<file path="src/design/ptob_pkg.sv">
// ----------------------------------------------------------------------------
// ptob_pkg
// Shared types and constants of the price-time order book.
// ----------------------------------------------------------------------------
package ptob_pkg;

    localparam int ORDER_SLOTS = 32;
    localparam int SLOT_W      = $clog2(ORDER_SLOTS);
    localparam int MAX_FILLS   = 32;
    localparam int FILL_W      = $clog2(MAX_FILLS + 1);
    localparam int IN_DATA_W   = 128;
    localparam int OUT_DATA_W  = 232;

    localparam logic FUNC_ADD    = 1'b0;
    localparam logic FUNC_CANCEL = 1'b1;
    localparam logic SIDE_BUY    = 1'b0;
    localparam logic SIDE_SELL   = 1'b1;
    localparam logic KIND_TRADE  = 1'b0;
    localparam logic KIND_FINAL  = 1'b1;

    typedef enum logic [1:0] {
        ST_OK      = 2'd0,
        ST_DUP     = 2'd1,
        ST_UNKNOWN = 2'd2,
        ST_FULL    = 2'd3
    } status_t;

    typedef enum logic [2:0] {
        S_IDLE,
        S_LOOKUP,
        S_SCAN,
        S_DECIDE,
        S_FILL,
        S_EMIT_TRADE,
        S_EMIT_FINAL
    } state_t;

    typedef struct packed {
        logic load;
        logic lookup;
        logic scan;
        logic fill;
        logic emit_trade;
        logic emit_final;
    } cmd_t;

    typedef struct packed {
        logic scan_last;
        logic can_fill;
        logic out_free;
    } stat_t;

endpackage

</file>
<file path="src/design/ptob_ctrl.sv">
// ----------------------------------------------------------------------------
// ptob_ctrl
// Sequencer of the order book: lookup, book scans, fills and result emission.
// ----------------------------------------------------------------------------
module ptob_ctrl (
    input  logic           clk,
    input  logic           rst_n,
    input  logic           in_valid,
    output logic           in_ready,
    input  ptob_pkg::stat_t st,
    output ptob_pkg::cmd_t  cmd
);
    import ptob_pkg::*;

    state_t state_reg, state_next;
    logic   pend_reg, pend_next;

    always_ff @(posedge clk or negedge rst_n)
    begin
        if (!rst_n)
        begin
            state_reg <= S_IDLE;
            pend_reg  <= 1'b0;
        end
        else
        begin
            state_reg <= state_next;
            pend_reg  <= pend_next;
        end
    end

    always_comb
    begin
        state_next = state_reg;
        pend_next  = pend_reg;
        cmd        = '0;
        in_ready   = 1'b0;
        case (state_reg)
            S_IDLE:
            begin
                in_ready = 1'b1;
                if (in_valid)
                begin
                    cmd.load   = 1'b1;
                    state_next = S_LOOKUP;
                end
            end
            S_LOOKUP:
            begin
                cmd.lookup = 1'b1;
                pend_next  = 1'b0;
                state_next = S_SCAN;
            end
            S_SCAN:
            begin
                cmd.scan = 1'b1;
                if (st.scan_last)
                    state_next = S_DECIDE;
            end
            S_DECIDE:
            begin
                if (pend_reg)
                    state_next = S_EMIT_TRADE;
                else if (st.can_fill)
                    state_next = S_FILL;
                else
                    state_next = S_EMIT_FINAL;
            end
            S_FILL:
            begin
                cmd.fill   = 1'b1;
                pend_next  = 1'b1;
                state_next = S_SCAN;
            end
            S_EMIT_TRADE:
            begin
                if (st.out_free)
                begin
                    cmd.emit_trade = 1'b1;
                    pend_next      = 1'b0;
                    state_next     = S_DECIDE;
                end
            end
            S_EMIT_FINAL:
            begin
                if (st.out_free)
                begin
                    cmd.emit_final = 1'b1;
                    state_next     = S_IDLE;
                end
            end
            default:
            begin
                state_next = S_IDLE;
            end
        endcase
    end

`ifndef SYNTHESIS
    a_fill_allowed: assert property (@(posedge clk) disable iff (!rst_n)
        cmd.fill |-> $past(st.can_fill))
        else $error("fill issued without a fillable order");
    a_emit_free: assert property (@(posedge clk) disable iff (!rst_n)
        (cmd.emit_trade || cmd.emit_final) |-> st.out_free)
        else $error("result loaded into a busy output register");
    a_fill_rescan: assert property (@(posedge clk) disable iff (!rst_n)
        state_reg == S_FILL |=> state_reg == S_SCAN && pend_reg)
        else $error("fill not followed by a book scan");
`endif

endmodule

</file>
<file path="config.mk">
export PLATFORM = sky130hd
export DESIGN_NAME = ptob_ctrl
export DESIGN_NICKNAME = d
export VERILOG_FILES = /design/src/design/ptob_pkg.sv /design/src/design/ptob_ctrl.sv
export SDC_FILE = /design/constraint.sdc
export NUM_CORES = 1
export LEC_CHECK = 0
export BUFFER_PORTS_ARGS = -buffer_cell sky130_fd_sc_hd__buf_4
export CAP_MARGIN = 20
export CORE_AREA = 2 2 39 41
export CTS_CLUSTER_DIAMETER = 40
export DETAILED_ROUTE_END_ITERATION = 10
export DIE_AREA = 0 0 41 43
export HOLD_SLACK_MARGIN = 0.02
export SKIP_LAST_GASP = 1
export SYNTH_ARGS = -nofsm -noshare
export SYNTH_HDL_FRONTEND = slang
export SYNTH_SLANG_ARGS = --single-unit
</file>
<file path="constraint.sdc">
create_clock -name clk -period 1.9 [get_ports clk]
set_input_delay 0.095 -clock clk [delete_from_list [all_inputs] [get_ports clk]]
set_output_delay 0.095 -clock clk [all_outputs]
set_load 0.005 [all_outputs]
</file>
=== Yosys cells after proc, flatten, opt, wreduce, memory -nomap -nowiden ===
Cells that the tools add are included.

* Word-level logic and storage cells: 35
* Bits in registers: 4
* Bits of input ports: 6
* Output and inout bits: 7

* Multiplexer cells: 18
* Reduce and logical (&&, ||, !) cells: 5
* Equality and inequality tests: 10

{| class="wikitable"
|+ Operators by type and width
! cell !! count
|-
| 3-bit case mux with 6 select lines || 1
|-
| 3-bit 2-to-1 mux || 5
|-
| 1-bit 2-to-1 mux || 10
|-
| 3-bit == test (second input constant) || 3
|-
| 2-bit != test (second input constant) || 4
|-
| 3-bit by 2-bit == test with 1-bit output (second input constant) || 2
|-
| 4-bit AND reduction || 1
|-
| 3-bit by 1-bit == test with 1-bit output (second input constant) || 1
|-
| 3-bit logical NOT || 1
|-
| 1-bit case mux with 3 select lines || 1
|-
| 3-bit nonzero test || 1
|-
| 2-bit 2-to-1 mux || 1
|-
| 2-bit AND reduction || 1
|-
| 2-bit OR reduction || 1
|}

=== Longest topological paths before layout ===
* Depth in word-level cells: 3
* Mapped depth: 4
* Gate-level depth less buffers: 3

=== Worst setup path after synthesis ===
Ideal clock, no wire load.

* Path type: flip-flop to flip-flop
* Start: reg state_reg[2]
* End: reg state_reg[1]
* Stages on the path, launching flop included: 5
* Arrival: 914 ps
* Path slack: 862 ps
* Required time: 1777 ps
* Library setup time: 123 ps
* Buffers on the path: 1
* Period minus slack after synthesis: 1038 ps
* Path through: dfrtp_1 buf_6 or2_4 o22ai_2 a21oi_1

* Word-level cells in the longest chain between the ends: 3
* Elaborated cells on any way between the ends: 14
* Those cells by class: 10 x eq/ne; 1 x mux; 3 x reduce/logical

{| class="wikitable"
|+ RTL lines
! item !! RTL line !! RTL
|-
| from (decl) || ptob_ctrl.sv:15 || <nowiki>state_t state_reg, state_next;</nowiki>
|-
| from (signal assigned) || ptob_ctrl.sv:27 || <nowiki>state_reg <= state_next;</nowiki>
|-
| 3-bit == test (tied with other cells) || ptob_ctrl.sv:38 || <nowiki>case (state_reg)</nowiki>
|-
| 2-bit OR reduction (no line) / 2-bit != test (equally long branches) || -- ||
|-
| 3-bit case mux with 6 select lines / 4-bit AND reduction (equally long branches) || -- ||
|}

Parallel ways exist; a longest one is shown, timed or not.
A chain may end at the register's enable or synchronous reset.

==> summary.txt <==
Setup path
  • Critical path type: register to output pin
  • Worst Path Required: around 1.8 ns
  • R2r endpoint: state_reg[0]
  • CP Capture Type: output pin
  • R2R depth: 3
  • Worst R2R Setup Slack: between 0.7 and 0.8 ns
  • Startpoint Class: register
  • Worst-path fanout max: 9
  • Crit path DAT: roughly 1.3 ns
  • Reg2reg start: state_reg[1]

Timing
  • Hold Vio Cnt, Final: 0
  • Post-route setup TNS: 0 ns
  • RSZ-0062 raised after global routing: false
  • Highest Clock Rate: around 0.7 GHz
  • Worst Skew: just over 0.0003 ns
  • Slew margin rel.: between 70 and 80%
  • Max Slew Vio Count: 0
  • Setup ws final: 0.4793 ns
  • Worst-Margin Slew: 0.4060 ns
  • Final period utilization: 74.77%
  • Final setup violating endpoints: 0
  • Min Tclk post-route: ~1.4 ns

Global route
  • Initial antenna violation count: 0
  • First-pass GRT wire length: between 1000 and 1500 um
  • Vias in the first global route: 274
  • Pin count of the biggest net entering global routing: 13
  • GRT Total Usage: under 10%
  • GRT overflow: 0

Routing
  • ANT nets after route: 0
  • Drt via density: 4.308
  • DRC viols: 0
  • Drt initial violations: 2
  • DRT Pass-1 Iters: 4
  • WL/cell: about 9.1 um
  • Final wirelength: 594 um
  • Via count: between 200 and 300

Die
  • Initial core utilization: between 20 and 25%
  • Core box area: ~1400 um2
  • Die Height: 43 um
  • Top Ports: 13
  • Die width: 41 um
  • Area of the die: ~1800 um2
  • # rows: 14

Cells and area
  • Post-layout util: 30.11%
  • Fin nets: between 50 and 60
  • Share of cells above drive strength 1: 40.82%
  • Antenna Cells: 0
  • Max FFs per register: 3
  • Area Growth Syn to Fin: 37.04%

Clocking
  • Resized cells post-CTS: 0
  • H-tree Lvls: 1
  • Total setup buffers inserted after CTS: 0
  • CTS Buffer Depth: 2
  • Worst-Skew Late Latency: roughly 0.24 ns
  • Num CTS Buffers: 3
  • Clock-pin slew on the worst setup and hold paths: roughly 0.040 ns
  • CTS Sinks: 4
  • Root buf cell: clkbuf_4
  • CTS tree: done

Yosys
  • Yosys Warn Count: 0
  • Distinct cells, synth: 17
  • Cell taking the most area after synthesis: dfrtp_1
  • Synth top area share: 32.92%
  • Part of the Yosys area used for sequential elements: between 30% and 40%
  • Mean Syn Cell Area: about 8.4 um2
  • Mapped Cells: 36
  • Area contributors post-synth: dfrtp_1 (33%), nor2_1 (8.6%), buf_6 (7.4%), nand2_1 (7.4%), o22ai_1 (6.2%)
  • Synth Cell Area: roughly 300 um2
  • Syn_nets: 42
  • Synthesized flop and latch total: 4

Hold path
  • Hold Path Depth: 4
  • Hold endpoint: state_reg[1]
  • Hold_sp: st[1]
  • Hold Path Class: primary input to register

Power and ir drop
  • VDD IR max: 484.7 uV
  • Leakage: ~0.21 nW
  • Pwr dens: 1517 nW/um2

Flow run
  • Max-cap check violation count: 0

Placement
  • Routability Congestion: ~0.75
  • Setup WS pre-CTS: 0.7260 ns
  • Dpl hpwl: 450 um
  • Port Buf Inserts: 12

Outcome
  • Status: completed
==> cells by family after synthesis <==
group           count (synthesis)  synth area share, %
flops                           4                32.92
buf+inv                         6                13.58
compound gates                  7                16.87
simple gates                   16                25.52
xor+xnor                        1                2.881
mux                             2                8.229
==> placed cells by master (no fill, tap or decap), drive strengths merged <==
cell and instances:
or2 1, o21ai 1, a22o 1, nand2 6, dfrtp 4, a21oi 1
nor3b 1, clkbuf 3, mux2 1, mux2i 1, buf 12, inv 3
nor2 7, o22ai 4, xnor2 1, dlygate4sd3 1, or2b 1
==> per-stage QoR <==
| step | hold WS [ns] | std cells | total power [mW] | cell area (um2) |
|---|---|---|---|---|
| after floorplan | -0.2006 | 36 | 0.4546 | 304.0 |
| after global placement | -0.1060 | 61 | 0.5231 | 384.1 |
| after detailed placement | -0.1068 | 61 | 0.5262 | 384.1 |
| after CTS | 0.1482 | 65 | 0.6388 | 416.7 |
| after global routing | 0.1643 | 65 | 0.6912 | 416.7 |
| final | 0.1496 | 65 | 0.6319 | 416.7 |
==> timing repair <==
action / CTS / global route
hold buffers: 1 / 0
setup endpoints to repair: 0 / 0
hold endpoints to repair: 4 / 0
==> layer usage <==
| layer | share of wire (%) | track usage, % | routed length [um] | vias to the layer above |
|---|---|---|---|---|
| met5 | 0 | 0 | 0 | - |
| met4 | 2.4 | 10.00 | 14 | 0 |
| met3 | 4.9 | 3.141 | 29 | 2 |
| met2 | 49 | 12.19 | 294 | 7 |
| met1 | 43 | 11.40 | 255 | 126 |
| li1 | - | - | - | 145 |
==> area by class of cell <==
class | count | area, um2
clock buffer | 3 | 22.52
fill | 145 | 967.2
inverter | 3 | 11.26
multi-input combinational | 26 | 162.7
sequential | 4 | 100.1
tap | 16 | 20.02
timing repair buffer | 13 | 100.1
==> critical path, cell delays in order, from the launching register on <==
cell and delay [ns]:
dfrtp_1 0.47, or2_4 0.32, nor3b_2 0.18, buf_4 0.13
==> where the power goes <==
part / switching (mW) / total [mW] / leakage (nW) / internal, mW
Clock: 0.0386 / 0.110 / 0.0138 / 0.0709
Sequential: 0.0842 / 0.209 / 0.0486 / 0.125
Combinational: 0.124 / 0.313 / 0.143 / 0.189
Total: 0.247 / 0.632 / 0.205 / 0.385
==> how the worst max path moves through the flow <==
| stage | end | startpoint | depth (start not counted) |
|---|---|---|---|
| 2_1_floorplan | state_reg[1] | state_reg[2] | 4 |
| 3_3_place_gp | cmd[5] | state_reg[2] | 3 |
| 3_5_place_dp | cmd[5] | state_reg[2] | 3 |
| 4_1_cts | cmd[5] | state_reg[2] | 3 |
| 5_1_grt | cmd[5] | state_reg[2] | 3 |
| 6_report | cmd[5] | state_reg[2] | 3 |
==> synthesized netlist by cell type <==
| library cell | n |
|---|---|
| mux2i_1 | 1 |
| or2_4 | 1 |
| a21oi_1 | 1 |
| mux2_4 | 1 |
| a22o_2 | 1 |
| nand2_1 | 6 |
| buf_6 | 2 |
| dfrtp_1 | 4 |
| or2b_1 | 1 |
| o21ai_0 | 1 |
| xnor2_1 | 1 |
| o22ai_2 | 1 |
| o22ai_1 | 3 |
| inv_1 | 3 |
| nor2_1 | 7 |
| nor3b_2 | 1 |
| buf_4 | 1 |
Power figures use the tool's default switching activity.
